### src/sv/pns_pkg.sv
// Shared types and constants for the polygon normalize, scale and rotate block.
`timescale 1ns / 1ps
`default_nettype none
package pns_pkg;

	localparam int COORD_W   = 16;                // input coordinate and box width
	localparam int SIZE_W    = 12;                // target size and scaled coordinate
	localparam int PROD_W    = COORD_W + SIZE_W;  // scaled product before division
	localparam int TRIG_W    = 16;                // sine and cosine registers
	localparam int WORD_W    = 32;                // stored coordinate word
	localparam int CFG_IDX_W = 3;

	localparam logic [CFG_IDX_W-1:0] REG_TARGET_SIZE   = 3'd0;
	localparam logic [CFG_IDX_W-1:0] REG_QUARTER_TURNS = 3'd1;
	localparam logic [CFG_IDX_W-1:0] REG_RESIDUAL_COS  = 3'd2;
	localparam logic [CFG_IDX_W-1:0] REG_RESIDUAL_SIN  = 3'd3;

	typedef enum logic [3:0] {
		ST_LOAD,
		ST_SC_RD,
		ST_SC_MUL,
		ST_SC_DIVGO,
		ST_SC_DIV,
		ST_SC_ROT,
		ST_OUT_RD,
		ST_OUT_LD,
		ST_OUT_WAIT
	} state_t;

	typedef struct packed {
		logic [WORD_W-1:0] x;
		logic [WORD_W-1:0] y;
	} vertex_word_t;

endpackage
`default_nettype wire

### src/sv/pns_divider.sv
// Restoring divider producing one quotient bit per cycle for the scale step.
`timescale 1ns / 1ps
`default_nettype none
module pns_divider (
	input  wire                           clk,
	input  wire                           arst_n,
	input  wire                           start,
	input  wire [pns_pkg::PROD_W-1:0]     dividend,
	input  wire [pns_pkg::COORD_W-1:0]    divisor,
	output logic [pns_pkg::SIZE_W-1:0]    quotient,
	output logic                          done
);

	localparam int STEP_W = $clog2(pns_pkg::SIZE_W);

	logic [pns_pkg::PROD_W-1:0] rem_q;
	logic [pns_pkg::PROD_W-1:0] dsr_q;
	logic [STEP_W-1:0]          step_q;
	logic                       busy_q;
	logic                       ge;

	// The quotient is known to fit SIZE_W bits because the dividend never
	// reaches divisor times two to the SIZE_W.
	assign ge = (rem_q >= dsr_q);

	always_ff @(posedge clk or negedge arst_n) begin
		if (!arst_n) begin
			busy_q <= 1'b0;
			done   <= 1'b0;
			step_q <= '0;
		end else begin
			done <= 1'b0;
			if (start) begin
				busy_q <= 1'b1;
				step_q <= STEP_W'(pns_pkg::SIZE_W - 1);
			end else if (busy_q) begin
				if (step_q == '0) begin
					busy_q <= 1'b0;
					done   <= 1'b1;
				end else begin
					step_q <= step_q - 1'b1;
				end
			end
		end
	end

	always_ff @(posedge clk) begin
		if (start) begin
			rem_q    <= dividend;
			dsr_q    <= pns_pkg::PROD_W'({divisor, {(pns_pkg::SIZE_W - 1){1'b0}}});
			quotient <= '0;
		end else if (busy_q) begin
			if (ge) begin
				rem_q <= rem_q - dsr_q;
			end
			quotient <= {quotient[pns_pkg::SIZE_W-2:0], ge};
			dsr_q    <= dsr_q >> 1;
		end
	end

endmodule
`default_nettype wire

### config.mk
export PLATFORM = sky130hd
export DESIGN_NAME = pns_divider
export DESIGN_NICKNAME = d
export VERILOG_FILES = /design/src/sv/pns_pkg.sv /design/src/sv/pns_divider.sv
export SDC_FILE = /design/constraint.sdc
export NUM_CORES = 1
export LEC_CHECK = 0
export BUFFER_PORTS_ARGS = -buffer_cell sky130_fd_sc_hd__buf_2
export CAP_MARGIN = 40
export CORE_MARGIN = 5
export CORE_UTILIZATION = 55
export DETAILED_ROUTE_END_ITERATION = 8
export PLACE_DENSITY = 0.82
export SYNTH_ARGS = -nofsm -noshare
export SYNTH_HDL_FRONTEND = slang
export SYNTH_SLANG_ARGS = --single-unit
### constraint.sdc
create_clock -name clk -period 10.8 [get_ports clk]
set_input_delay 0.54 -clock clk [delete_from_list [all_inputs] [get_ports clk]]
set_output_delay 0.54 -clock clk [all_outputs]
set_load 0.005 [all_outputs]
==> out/metrics.csv <==
metric;value;unit
status;completed;
P per Cell Area;250;mW/mm²
Vert. Die Dim;103;µm
top-area cell type share of the netlist area;0.279;
row cnt;33;
maximum VDD drop;168;µV
Worst-path clk slew;0.08;ns
clock root cell;clkbuf_8;
cell taking the most area after synthesis;edfxtp_1;
Worst setup startpoint;dsr_q[16]$_DFFE_PP_;
flops & latches, synth;73;
reg2reg path depth;9;
first-pass GRT wire length;18.9;mm
Worst path max stage delay;0.72;ns
Post-synth top cells;78 x nand2_1, 47 x nor2_1, 44 x edfxtp_1, 42 x o21ai_0, 39 x inv_1;
clk buf depth;2;
post-CTS sizing;0;
Async S/R FF share, synth;0.0822;
met2 Usage GRT;0.350;
sw power;569;µW
DR iter-0 viols;274;
largest net degree at the start of global routing;67;
minimum clock period;3.36;ns
Final period util;0.311;
GR Layer Usage met3;0.0433;
Die W;103;µm
postcts setup bufs;0;
gr ovfl total;0;
most frequent cell after synthesis;nand2_1;
IO Pins;60;
Worst R2R Start;dsr_q[16]$_DFFE_PP_;
crit-path cells;inv_1, ha_1, nand2_1, nor4_1, a31oi_1, o21ai_0, inv_1, a41oi_2, buf_4;
main area contributors after synthesis;edfxtp_1 28%, dfxtp_1 9.7%, ha_1 7.7%, nand2_1 6.2%, mux2i_1 5.1%;
hold_buf cts;1;
worst endpoint required time;10.83;ns
Post-Layout Cell Count;691;
DR vias/cell;6.00;
WP data arrival;3.39;ns
skew final;0.00811;ns
cells after synthesis;530;
CTS Buf Count;9;
GRT Resource Usage Total;0.227;
Max stage delay cell, worst path;a41oi_2;
initial antenna violation count;0;
final wirelength;11.5;mm
Layout area overhead;11.5;%
Mapped Area;0.00474;mm²
H-tree Lvls;3;
worst setup path endpoint;rem_q[19]$_DFFE_PP_;
Sequential Power Share;0.316;
Comb power frac;0.535;
diode count;0;
fillers;697;
R2R Path End;rem_q[19]$_DFFE_PP_;
crit end category;flip-flop;
Avg WL per Cell;16.7;µm
Primary FF master, synth;edfxtp_1;
Fmax;298;MHz
CP max FO;16;
Leakage;2.42;nW
antenna-violating nets left;0;
startpoint types;flip-flop;
register area share after synthesis;0.408;
DP Worst Slack;7.51;ns
power share of the clock group;0.149;
Final Hold Viols;0;
DIE AREA;0.0106;mm²
CTS sink cnt;73;
vias;4144;
Worst Tran Pin Value;0.875;ns
DRT Pass-1 Iters;5;
port buffer count;59;
GR Util met1;0.318;
# setup viols final;0;
post-synthesis area per instance;8.94;µm²
worst-skew pair later-pin latency;0.35;ns
DRC viols;0;
vias in the first global route;4060;
fin nets;658;
final number of max-transition violations;0;
Sw Ratio;0.432;
Max Cap Viol;0;
relative max-transition margin;0.417;
post-synth cell types;70;
Yosys warning count;0;
number of enable flip-flop cells after synthesis;44;
critical path class;flip-flop to flip-flop;
gr busiest metal;met2;
R2R setup slack;7.44;ns
setup TNS;0;ns
unrepaired setup endpoints after global routing;no;
CORE AREA;0.00830;mm²
Hold WC Path Type;input port to flip-flop;
placed cells;674;
CTS tree;done;
cell mode on critical path;inv_1;
Hold Path Depth;3;
Pint;749;µW
fin area;0.00528;mm²
Synth Net Count;607;
HPWL after detailed placement;8.61;mm
GP Congestion;1.01;
initial core utilization;0.571;
hold_sp;divisor[14];
Placed Area;0.00510;mm²
worst setup margin;7.44;ns
share of cells above drive strength 1;0.155;
metal layers:
metal	wire length, µm	part of all wire	vias up
met4	254	0.022	0
met1	5280	0.46	1930
li1	-	-	2022
met3	814	0.071	26
met2	5160	0.45	166
met5	0	0	-
flip-flops by register name, summed over array words and instances (netlist names):
name,flops
step_q,4
busy_q,1
rem_q,28
dsr_q,27
quotient,12
done,1
worst min-delay path by stage:
stage / to / slack (ns)
after global routing: dsr_q[26]$_DFFE_PP_ / 0.46
after global placement: done$_DFF_PN0_ / 0.37
final: dsr_q[25]$_DFFE_PP_ / 0.46
after CTS: dsr_q[19]$_DFFE_PP_ / 0.46
after detailed placement: done$_DFF_PN0_ / 0.37
after floorplan: busy_q$_DFF_PN0_ / 0.24
power groups by stage:
| stage | Clock [mW] | Sequential [mW] | Combinational [mW] |
|---|---|---|---|
| final | 0.197 | 0.416 | 0.705 |
| after global routing | 0.214 | 0.422 | 0.783 |
| after CTS | 0.199 | 0.416 | 0.692 |
| after detailed placement | 0 | 0.422 | 0.686 |
| after global placement | 0 | 0.418 | 0.673 |
| after floorplan | 0 | 0.414 | 0.539 |
cells by family after synthesis:
logic type                 share of synthesized area
and+or+nand+nor                                0.168
AOI/OAI and AO/OA                              0.209
DFF                                            0.408
buffers and inverters                         0.0513
adders and majority gates                     0.0808
muxes                                         0.0555
xor gates and xnor gates                      0.0277
cells in the final DEF, fill, tap and decap left out, types with 6 or more instances in the layout:
cell type  instances
inv_1             39
a21oi_1           26
nor2_1            47
nand2_1           78
o21a_1             6
buf_2             59
ha_1              29
o21ai_0           42
dfrtp_1            6
xnor2_1            9
or3_1              6
dfxtp_1           23
nor3_1             8
xor2_1             6
clkbuf_8           9
edfxtp_1          44
mux2i_1           24
a21o_1            16
through the flow:
stage,hold slack (ns),util,power (mW)
2_1_floorplan,0.244,-,0.953
3_3_place_gp,0.370,0.614,1.09
3_5_place_dp,0.373,0.614,1.11
4_1_cts,0.455,0.637,1.31
5_1_grt,0.460,0.637,1.42
6_report,0.464,0.637,1.32
critical path: cells and delay by family (launching register included):
family / cells / cell delay [ns]
AO/OA/AOI/OAI: 3 / 1.04
AND/OR/NAND/NOR: 2 / 0.66
buffers and inverters: 3 / 0.57
adder cells (fa/ha/maj): 1 / 0.41
flip-flops: 1 / 0.36
final cells by class:
type,instances,area (µm²),area share
sequential,73,1930,0.366
inverter,39,146,0.0277
clock buffer,9,124,0.0234
timing repair buffer,63,328,0.0621
tap,105,131,0.0249
clock inverter,7,52.6,0.00995
multi-input combinational,395,2570,0.486
Note: power is estimated with default switching activity, not from simulation.
