==> config.mk <==
export PLATFORM = sky130hd
export DESIGN_NAME = pns_vertex_ram
export DESIGN_NICKNAME = d
export VERILOG_FILES = /design/src/sv/pns_pkg.sv /design/src/sv/pns_vertex_ram.sv
export SDC_FILE = /design/constraint.sdc
export NUM_CORES = 2
export LEC_CHECK = 0
export BUFFER_PORTS_ARGS = -buffer_cell sky130_fd_sc_hd__clkbuf_2
export CAP_MARGIN = 20
export CORE_MARGIN = 5
export CORE_UTILIZATION = 46
export CTS_BUF_LIST = sky130_fd_sc_hd__clkbuf_8 sky130_fd_sc_hd__clkbuf_16
export CTS_CLUSTER_SIZE = 25
export DETAILED_ROUTE_END_ITERATION = 16
export PLACE_DENSITY = 0.62
export SLEW_MARGIN = 30
export SYNTH_ARGS = -nofsm -noshare
export SYNTH_HDL_FRONTEND = slang
export SYNTH_SLANG_ARGS = --single-unit
export TNS_END_PERCENT = 10
==> constraint.sdc <==
create_clock -name clk -period 6.2 [get_ports clk]
set_clock_uncertainty 0.2 [all_clocks]
set_input_delay 0 -clock clk [delete_from_list [all_inputs] [get_ports clk]]
set_output_delay 0 -clock clk [all_outputs]
set_load 0.02 [all_outputs]
==> src/sv/pns_pkg.sv <==
// Shared types and constants for the polygon normalize, scale and rotate block.
`timescale 1ns / 1ps
`default_nettype none
package pns_pkg;

	localparam int COORD_W   = 16;                // input coordinate and box width
	localparam int SIZE_W    = 12;                // target size and scaled coordinate
	localparam int PROD_W    = COORD_W + SIZE_W;  // scaled product before division
	localparam int TRIG_W    = 16;                // sine and cosine registers
	localparam int WORD_W    = 32;                // stored coordinate word
	localparam int CFG_IDX_W = 3;

	localparam logic [CFG_IDX_W-1:0] REG_TARGET_SIZE   = 3'd0;
	localparam logic [CFG_IDX_W-1:0] REG_QUARTER_TURNS = 3'd1;
	localparam logic [CFG_IDX_W-1:0] REG_RESIDUAL_COS  = 3'd2;
	localparam logic [CFG_IDX_W-1:0] REG_RESIDUAL_SIN  = 3'd3;

	typedef enum logic [3:0] {
		ST_LOAD,
		ST_SC_RD,
		ST_SC_MUL,
		ST_SC_DIVGO,
		ST_SC_DIV,
		ST_SC_ROT,
		ST_OUT_RD,
		ST_OUT_LD,
		ST_OUT_WAIT
	} state_t;

	typedef struct packed {
		logic [WORD_W-1:0] x;
		logic [WORD_W-1:0] y;
	} vertex_word_t;

endpackage
`default_nettype wire

==> src/sv/pns_vertex_ram.sv <==
// Vertex store: one write port, one read port with registered read data.
`timescale 1ns / 1ps
`default_nettype none
module pns_vertex_ram #(
	parameter int DEPTH  = 64,
	parameter int ADDR_W = 6
) (
	input  wire                      clk,
	input  wire                      we,
	input  wire [ADDR_W-1:0]         waddr,
	input  wire pns_pkg::vertex_word_t wdata,
	input  wire [ADDR_W-1:0]         raddr,
	output pns_pkg::vertex_word_t    rdata
);

	pns_pkg::vertex_word_t mem [DEPTH];

	always_ff @(posedge clk) begin
		if (we) begin
			mem[waddr] <= wdata;
		end
		rdata <= mem[raddr];
	end

endmodule
`default_nettype wire

==> run summary <==
The number of distinct library cells after synthesis came out at 33. In this run the static leakage power is 56.3 nW. The tightest hold path in the finished design has a slack of -0.0221 ns. The vertical die dimension is 593 um. The clock network latency to the later pin of the worst-skew pair came out at 0.96 ns. The number of pins with negative max-slew slack in the final report came out at 0.

The largest individual stage delay along the critical path comes from the cell sky130_fd_sc_hd__dlygate4sd3_1. The ratio of final minimum period to clock period came out at 55.0%. The number of rows in the core area is 214. The weighted congestion at the end of routability-driven global placement came out at 0.792. The net count after synthesis came out at 6676. The tree is rooted in a sky130_fd_sc_hd__clkbuf_16. The total die area is 352000 sq um. The critical path is of the in2reg type. At the pin with the least slew margin, the transition time is 1.07 ns.

The first global-routing pass estimated 602 mm of wire. The setup TNS came out at 0 ns. The largest buffer count on any clock path came out at 4. The number of nets with antenna violations after detailed routing came out at 0. The average cell area after synthesis came out at 23.7 sq um. STA classifies the critical path startpoint as an input port. The critical path goes through dlygate4sd3_1, buf_12, buf_12, mux4_2, mux2i_1, dlygate4sd3_1, nand2_1, a41oi_1, dlygate4sd3_1, a211oi_1. The number of vias per cell after detailed routing came out at 6.27. The detailed-route wire length is 428 mm. The number of port buffers is 141. The arrival time of the worst setup path came out at 4.04 ns. The clock sink count is 4160. Counting flops with an async set or reset pin after synthesis yields a share of 0%. The reg2reg setup slack came out at 3.40 ns. The run finished, with violations left. The data required time of the worst path came out at 6.83 ns. The class of the tightest hold or removal check is in2reg.

The via count of the first global-routing pass came out at 76.7k. The via count came out at 75.4k. The layout overhead on the synthesized area came out at 14.6%. The combined global-route utilization of all metal layers came out at 24.2%.

The most frequently used flop master after synthesis is sky130_fd_sc_hd__edfxtp_1. The final reports fail on hold timing. For this run, the post-layout net count is 7204.

The final routed DRC violation total came out at 0. The peak fanout along the critical path came out at 71. After global routing the overflow that remains totals 0. The number of setup violations in the final report came out at 0. The fraction of final layout cells sized beyond drive strength 1 is 28.9%. The count of flip-flops with a built-in enable after synthesis is 4096.

Power spread over the standard cell area amounts to 331 nW/um^2. After detailed routing, the average wire length per cell comes to 35.6 um. The number of design-rule violations left by the first detailed-router iteration came out at 10.2k.

The effective utilization at floorplan came out at 46.1%. After layout, the minimum clock period comes to 3.41 ns. For this run, the number of Yosys warnings is 0. The achievable clock frequency is 293 MHz. The count of state elements after synthesis came out at 4160. Leaving out fill and tap cells, the most frequent cell in the layout is sky130_fd_sc_hd__edfxtp_1. The post-CTS resize count is 0. The instance count of the mapped netlist is 6598. Counting the fill cells in the layout gives 25.5k.

The area inside the core boundary is 339000 sq um. The sequential fraction of the synthesis area came out at 79.5%. The post-route core utilization is 52.8%. The final number of hold-violating endpoints is 40. Grouping stages by cell kind, the critical path spends the most delay in buffers and inverters. Setup repair after global routing left no endpoint under its margin. The number of clock buffers inserted by TritonCTS came out at 409. TritonCTS built the clock tree.

After clock tree synthesis, the clock-pin slew on the worst setup and hold paths is 0.06 ns. The cell that appears most often on the critical path is sky130_fd_sc_hd__dlygate4sd3_1. The synthesized area came out at 156000 sq um.

The number of I/O pins is 142. The worst setup path is captured at a flop. Across the run, the number of max-cap violations was 0.

In this run the horizontal extent of the chip is 593 um. The worst-case vdd ir drop came out at 0.000255 V. The detailed-router iteration count before antenna repair is 6. The maximum level of the CTS H-tree came out at 5.

Headroom to the max-slew limit came out at 28.6%. The highest cell delay on the worst timing path came out at 0.61 ns. The number of antenna violations at the first check in global routing came out at 27. The count of buffer and inverter cells on the critical path is 5.

The maximum number of pins on one net before global-route repair came out at 107. The library cells used most frequently in the layout, excluding fill and tap cells, are sky130_fd_sc_hd__edfxtp_1, sky130_fd_sc_hd__mux4_2, sky130_fd_sc_hd__clkbuf_16, sky130_fd_sc_hd__buf_4, sky130_fd_sc_hd__a22oi_1. The HPWL reported at the end of detailed placement came out at 233 mm.
==> kinds of logic after synthesis <==
group	after synthesis	share of synthesized area, %
AOI/OAI and AO/OA	504	2.48
buffers and inverters	389	1.18
DFF	4160	79.5
muxes	1159	15.6
and+or+nand+nor	386	1.24
==> per-stage QoR <==
step	hold slack (ns)	area [sq um]	setup slack (ns)	total power [mW]	instances
4_1_cts	0.00193	179000	2.81	59.7	12000
6_report	-0.0221	179000	2.79	59.4	12000
2_1_floorplan	-0.101	156000	0.564	33.3	6598
5_1_grt	0.00427	179000	2.64	61.1	12000
3_3_place_gp	0.223	164000	2.66	34.6	11100
3_5_place_dp	0.216	164000	2.66	34.7	11200
==> report_power, final <==
| group | total, mW | internal [mW] | switching [mW] |
|---|---|---|---|
| clock network | 25.3 | 14.6 | 10.6 |
| logic | 2.80 | 1.02 | 1.78 |
| registers | 31.3 | 31.1 | 0.162 |
==> routing by layer <==
| layer | vias up | wire length, um | global-route usage (%) |
|---|---|---|---|
| met5 | - | 22 | 0 |
| met1 | 41300 | 169000 | 34.3 |
| met3 | 695 | 36900 | 4.43 |
| met2 | 3847 | 206000 | 38.6 |
| li1 | 29600 | - | - |
| met4 | 4 | 15500 | 7.77 |
==> worst paths after layout <==
kind / from / end / cells past startpoint
worst max-delay path: raddr[0] / rdata[51] / 10
worst min-delay path: wdata[37] / mem[61][37] / 2
worst max register to register: mem[43][51] / rdata[51] / 7
worst min register to register: mem[47][10] / rdata[10] / 4
==> cell usage after synthesis, types with 18 or more instances <==
library cell                count  area share, %
sky130_fd_sc_hd__buf_1         20          0.048
sky130_fd_sc_hd__a22o_1        88           0.49
sky130_fd_sc_hd__buf_4         34           0.16
sky130_fd_sc_hd__a41oi_1       26           0.15
sky130_fd_sc_hd__mux4_2      1024             15
sky130_fd_sc_hd__clkbuf_1     140           0.34
sky130_fd_sc_hd__a31oi_1       18          0.072
sky130_fd_sc_hd__or2_2         28           0.11
sky130_fd_sc_hd__a211oi_1      63           0.30
sky130_fd_sc_hd__and3_1        64           0.26
sky130_fd_sc_hd__nor2_1       112           0.27
sky130_fd_sc_hd__buf_2        170           0.54
sky130_fd_sc_hd__dfxtp_1       64           0.82
sky130_fd_sc_hd__a22oi_1      168           0.81
sky130_fd_sc_hd__mux2i_1      135           0.86
sky130_fd_sc_hd__o22ai_1       83           0.33
sky130_fd_sc_hd__inv_1         19          0.046
sky130_fd_sc_hd__edfxtp_1    4096             79
sky130_fd_sc_hd__nand3_1       45           0.14
sky130_fd_sc_hd__nor2b_1       28           0.11
sky130_fd_sc_hd__a2bb2oi_1     19           0.11
sky130_fd_sc_hd__nand2_1       58           0.14
sky130_fd_sc_hd__o221ai_1      38           0.21
sky130_fd_sc_hd__or3_1         29           0.12
==> worst reg2reg max path: stages (launching register included) <==
cell	delay, ns
sky130_fd_sc_hd__edfxtp_1	0.35
sky130_fd_sc_hd__mux4_2	0.49
sky130_fd_sc_hd__mux2i_1	0.13
sky130_fd_sc_hd__dlygate4sd3_1	0.57
sky130_fd_sc_hd__nand2_1	0.05
sky130_fd_sc_hd__a41oi_1	0.22
sky130_fd_sc_hd__dlygate4sd3_1	0.61
sky130_fd_sc_hd__a211oi_1	0.06
==> sequential cells by signal, summed over array words and instances (netlist names) <==
signal  count
mem      4096
rdata      64
==> repair_timing <==
action | CTS | global route
hold buffers | 85 | 1
hold endpoints to repair | 4594 | 42
buffers inserted | 0 | 0
==> area by class of cell <==
type                    count  area (sq um)  area share (%)
diodes                      5          12.5         0.00698
well taps                4536          5680            3.17
clock buffers             449         10800            6.04
inverters                  19          71.3          0.0398
flip-flops and latches   4160        124000            69.4
multi-input cells        2049         30800            17.2
clock inverters           319          3040            1.70
repair buffers            487          4470            2.50
(Power assumes the default switching activity.)
