## src/sv/pns_pkg.sv

```systemverilog
// Shared types and constants for the polygon normalize, scale and rotate block.
`timescale 1ns / 1ps
`default_nettype none
package pns_pkg;

	localparam int COORD_W   = 16;                // input coordinate and box width
	localparam int SIZE_W    = 12;                // target size and scaled coordinate
	localparam int PROD_W    = COORD_W + SIZE_W;  // scaled product before division
	localparam int TRIG_W    = 16;                // sine and cosine registers
	localparam int WORD_W    = 32;                // stored coordinate word
	localparam int CFG_IDX_W = 3;

	localparam logic [CFG_IDX_W-1:0] REG_TARGET_SIZE   = 3'd0;
	localparam logic [CFG_IDX_W-1:0] REG_QUARTER_TURNS = 3'd1;
	localparam logic [CFG_IDX_W-1:0] REG_RESIDUAL_COS  = 3'd2;
	localparam logic [CFG_IDX_W-1:0] REG_RESIDUAL_SIN  = 3'd3;

	typedef enum logic [3:0] {
		ST_LOAD,
		ST_SC_RD,
		ST_SC_MUL,
		ST_SC_DIVGO,
		ST_SC_DIV,
		ST_SC_ROT,
		ST_OUT_RD,
		ST_OUT_LD,
		ST_OUT_WAIT
	} state_t;

	typedef struct packed {
		logic [WORD_W-1:0] x;
		logic [WORD_W-1:0] y;
	} vertex_word_t;

endpackage
`default_nettype wire

```

## src/sv/pns_rotate.sv

```systemverilog
// Quarter turns plus residual rotation in two pipeline stages.
`timescale 1ns / 1ps
`default_nettype none
module pns_rotate #(
	parameter int TRIG_FRAC_BITS = 14
) (
	input  wire                                 clk,
	input  wire                                 arst_n,
	input  wire                                 in_vld,
	input  wire [pns_pkg::SIZE_W-1:0]           sx,
	input  wire [pns_pkg::SIZE_W-1:0]           sy,
	input  wire [1:0]                           turns,
	input  wire signed [pns_pkg::TRIG_W-1:0]    cos_v,
	input  wire signed [pns_pkg::TRIG_W-1:0]    sin_v,
	output logic                                out_vld,
	output logic signed [pns_pkg::WORD_W-1:0]   rx,
	output logic signed [pns_pkg::WORD_W-1:0]   ry
);

	localparam int TW    = pns_pkg::SIZE_W + 1;
	localparam int MUL_W = TW + pns_pkg::TRIG_W;
	localparam int SUM_W = MUL_W + 1;
	localparam int BIAS  = (1 << TRIG_FRAC_BITS) - 1;

	logic signed [TW-1:0]    px, py, tx, ty;
	logic signed [MUL_W-1:0] pxc_s1, pys_s1, pxs_s1, pyc_s1;
	logic                    vld_s1;
	logic signed [SUM_W-1:0] sum_x, sum_y;
	logic signed [SUM_W:0]   adj_x, adj_y;

	assign px = $signed({1'b0, sx});
	assign py = $signed({1'b0, sy});

	// Each quarter turn maps (x, y) to (-y, x).
	always_comb begin
		case (turns)
			2'd1: begin tx = -py; ty = px;  end
			2'd2: begin tx = -px; ty = -py; end
			2'd3: begin tx = py;  ty = -px; end
			default: begin tx = px; ty = py; end
		endcase
	end

	always_ff @(posedge clk) begin
		pxc_s1 <= tx * cos_v;
		pys_s1 <= ty * sin_v;
		pxs_s1 <= tx * sin_v;
		pyc_s1 <= ty * cos_v;
	end

	assign sum_x = SUM_W'(pxc_s1) - SUM_W'(pys_s1);
	assign sum_y = SUM_W'(pxs_s1) + SUM_W'(pyc_s1);

	// Adding the bias to negative sums makes the arithmetic shift truncate
	// toward zero.
	assign adj_x = (SUM_W + 1)'(sum_x) + (sum_x < 0 ? (SUM_W + 1)'(BIAS) : '0);
	assign adj_y = (SUM_W + 1)'(sum_y) + (sum_y < 0 ? (SUM_W + 1)'(BIAS) : '0);

	always_ff @(posedge clk) begin
		rx <= pns_pkg::WORD_W'(adj_x >>> TRIG_FRAC_BITS);
		ry <= pns_pkg::WORD_W'(adj_y >>> TRIG_FRAC_BITS);
	end

	always_ff @(posedge clk or negedge arst_n) begin
		if (!arst_n) begin
			vld_s1  <= 1'b0;
			out_vld <= 1'b0;
		end else begin
			vld_s1  <= in_vld;
			out_vld <= vld_s1;
		end
	end

endmodule
`default_nettype wire

```

## config.mk

```make
export PLATFORM = sky130hd
export DESIGN_NAME = pns_rotate
export DESIGN_NICKNAME = d
export VERILOG_FILES = /design/src/sv/pns_pkg.sv /design/src/sv/pns_rotate.sv
export SDC_FILE = /design/constraint.sdc
export NUM_CORES = 2
export LEC_CHECK = 0
export BUFFER_PORTS_ARGS = -buffer_cell sky130_fd_sc_hd__buf_2
export CAP_MARGIN = 20
export CELL_PAD_IN_SITES_DETAIL_PLACEMENT = 0
export CELL_PAD_IN_SITES_GLOBAL_PLACEMENT = 2
export CORE_MARGIN = 2
export CORE_UTILIZATION = 45
export CTS_CLUSTER_SIZE = 30
export DETAILED_ROUTE_END_ITERATION = 10
export HOLD_SLACK_MARGIN = 0.1
export PLACE_DENSITY = 0.93
export SLEW_MARGIN = 20
export SYNTH_ARGS = -nofsm -noshare
export SYNTH_HDL_FRONTEND = slang
export SYNTH_SLANG_ARGS = --single-unit
```

## constraint.sdc

```tcl
create_clock -name clk -period 10.5 [get_ports clk]
set_clock_uncertainty 0.15 [all_clocks]
set_input_delay 2.1 -clock clk [delete_from_list [all_inputs] [get_ports clk]]
set_output_delay 2.1 -clock clk [all_outputs]
set_load 0.01 [all_outputs]
```

==> summary.md <==
| Metric | Value |
|---|---|
| Status | `complete, no violations` |
| I/O pins | `126` |
| Slew margin rel. | `0.3829` |
| Max layer used | `met4` |
| Main synth FF type | `dfxtp_1` |
| Mapped Cells | `4191` |
| Initial Util | `0.4549` |
| Setup violations, final | `0` |
| Ys Warns | `0` |
| Area Overhead vs Synth | `6.815%` |
| Vias in the first global route | `28590` |
| Fin. max-slew vios | `0` |
| Startpoint Class | `input pin` |
| CP max stage cell | `o311ai_0` |
| DRC errors left | `0` |
| Final min period | `10.06 ns` |
| CP arrival | `10.30 ns` |
| Clock Root Buffer | `clkbuf_16` |
| DR iter-0 viols | `1747` |
| Worst Hold Class | `reg -> reg` |
| Nature of the critical path endpoint | `flop` |
| Pre-antenna DRT Iters | `6` |
| Final Hold Violating Endpoints | `0` |
| RSZ-0062 raised after global routing | `no` |
| Final Core Density | `0.4859` |
| Total track usage | `0.2247` |
| Share of the synthesized area in the top cell type | `0.4106` |
| Die height | `295.1 µm` |
| Clock sink total | `152` |
| CP Class | `in -> reg` |
| Reg2Reg Launch Point | `pys_s1[12]` |
| PortBufs | `125` |
| Post-synthesis register bit count | `152` |
| WL met3 | `4.895 mm` |
| Routed wire length | `90.30 mm` |
| Final HPWL DP | `72.88 mm` |
| Share of cells above drive strength 1 | `0.07251` |
| H-tree level count | `4` |
| Antenna Nets Post-Route | `0` |
| Top cells by area, synth | `fa_1, ha_1, dfxtp_1` |
| Most frequent cell after synthesis | `fa_1` |
| Worst Path Max Fanout | `8` |
| GP Congestion | `0.8585` |
| WHS Path Cells | `0` |
| Die W | `295.1 µm` |
| Post-Syn Area | `38130 µm²` |
| Vias/cell | `5.116` |
| Antenna violations before repair | `0` |
| CTS clk-pin slew, worst paths | `0.07 ns` |
| Dominant cell type by area after synthesis | `fa_1` |
| CTS Buffer Depth | `2` |
| Max-Cap Viols | `0` |
| Gr ovfl total | `0` |
| Clock buffer count from CTS | `17` |
| Post-Syn Area per Cell | `9.098 µm²` |
| Worst-Margin Slew | `0.9256 ns` |
| Reg2reg path depth | `21` |
| Final setup margin | `0.4361 ns` |
| CTS tree | `yes` |
| Final TNS setup | `0 ns` |
| Sequential area share after synthesis | `0.08006` |
| Most used cell, CP | `fa_1` |
| Via count | `27470` |
| Flop-to-flop setup slack | `3.39 ns` |
| Yosys cell types | `73` |
| Worst flop-to-flop path endpoint | `rx[15]` |
| Maximum clock frequency | `99.37 MHz` |
| Wire length on met2 | `39.72 mm` |
| Net Count, Synth | `5412` |
| Hold-critical path endpoint | `out_vld` |
| Largest net degree at the start of global routing | `33` |
| Worst EP required | `10.73 ns` |
| Hold path startpoint | `vld_s1` |
| Wirelength per Cell | `16.82 µm` |
| Commonest cells post-synth | `fa_1, inv_1, nand2_1` |
| Final net count | `5442` |
| Placement Rows | `106` |
| Worst-skew pair later-pin latency | `0.51 ns` |
| Die area | `87080 µm²` |
| Core box area | `83820 µm²` |
| Max incr delay on CP | `0.65 ns` |
| Fraction of registers with async set/reset | `0.01316` |
| Number of enable flip-flop cells after synthesis | `0` |
| Pre-CTS setup slack | `-0.07636 ns` |
| Hold Buf Count CTS | `0` |
| Metal-1 WL | `44.35 mm` |
| Part of the cycle the worst path needs | `0.9585` |
| Global-route wire length before repair | `153.6 mm` |
worst max path at each step:
stage,from,endpoint,cells after the start
CTS,sy[2],pys_s1[28],31
floorplan,sy[2],pyc_s1[28],30
finish,sy[2],pys_s1[28],32
global placement,sy[2],pys_s1[28],31
detailed placement,sy[2],pys_s1[28],31
global route,sy[2],pys_s1[28],31
final cells by class:
type	count	area (µm²)
repair buffers	211	1371
inverters	753	2826
fillers	8209	43090
diodes	2	5.005
multi-input cells	3086	31490
clock buffers	20	446.7
flip-flops and latches	152	3053
well taps	1134	1419
clock inverters	12	117.6
cells in the final DEF (no fill, tap or decap), drive strengths merged, types with 4 or more instances in the layout:
cell and n:
a21oi 113, nor3 39, a311oi 5, nand2b 17
and2 341, nor2 168, inv 758, o31a 5
dfxtp 150, o21bai 20, a31oi 11, or3 23
mux2i 6, nand2 544, o211ai 15, a21o 56
xnor2 167, o21ai 82, clkinvlp 4, a211oi 21
clkbuf 20, and3 22, xor2 57, o31ai 13
fa 782, a31o 5, nor2b 20, a21boi 4
a221oi 10, or2 25, nor4 5, buf 211
nand4 18, ha 378, nand3 42, o21a 23
repair_timing:
item | CTS | global route
setup endpoints to repair | 0 | 1
endpoints found under the hold margin | 0 | 0
setup buffers | 0 | 1
gates resized for setup | 0 | 3
through the flow:
stage | std cells | hold WS, ns | instance area (µm²)
2_1_floorplan | 4191 | 0.1812 | 38130
3_3_place_gp | 5335 | 0.1871 | 40140
3_5_place_dp | 5335 | 0.1911 | 40140
4_1_cts | 5367 | 0.2057 | 40710
5_1_grt | 5368 | 0.2184 | 40730
6_report | 5370 | 0.2004 | 40730
flip-flops by register name (all words and copies together) (netlist names):
signal	count
pxc_s1	29
pxs_s1	29
pyc_s1	29
pys_s1	29
rx	17
ry	17
out_vld	1
vld_s1	1
logic make-up (layout without fill, tap and decap cells):
logic type / after synthesis / count (layout) / share of synthesized area
compound gates: 417 / 417 / 0.07186
fa+ha+maj: 1160 / 1160 / 0.5346
mux: 8 / 8 / 0.002756
xor+xnor: 224 / 224 / 0.05145
simple gates: 1277 / 1277 / 0.1621
buf+inv: 953 / 996 / 0.09716
other cells: 0 / 2 / 0
flops: 152 / 152 / 0.08006
metal layers:
| metal | track usage | up-vias |
|---|---|---|
| li1 | - | 12930 |
| met1 | 0.3410 | 13860 |
| met2 | 0.3439 | 642 |
| met3 | 0.02827 | 46 |
| met4 | 0.04729 | 0 |
| met5 | 0 | - |
critical path: cells and delay by family:
family	cells	cell delay, ns
adder cells (fa/ha/maj)	7	3.22
AND/OR/NAND/NOR	10	2.54
AO/OA/AOI/OAI	7	1.61
buffers and inverters	6	0.63
XOR/XNOR	2	0.16
Power is left out: the tool's default activity adds up to more than one toggle a clock period on the data nets, which glitch-free logic cannot reach.
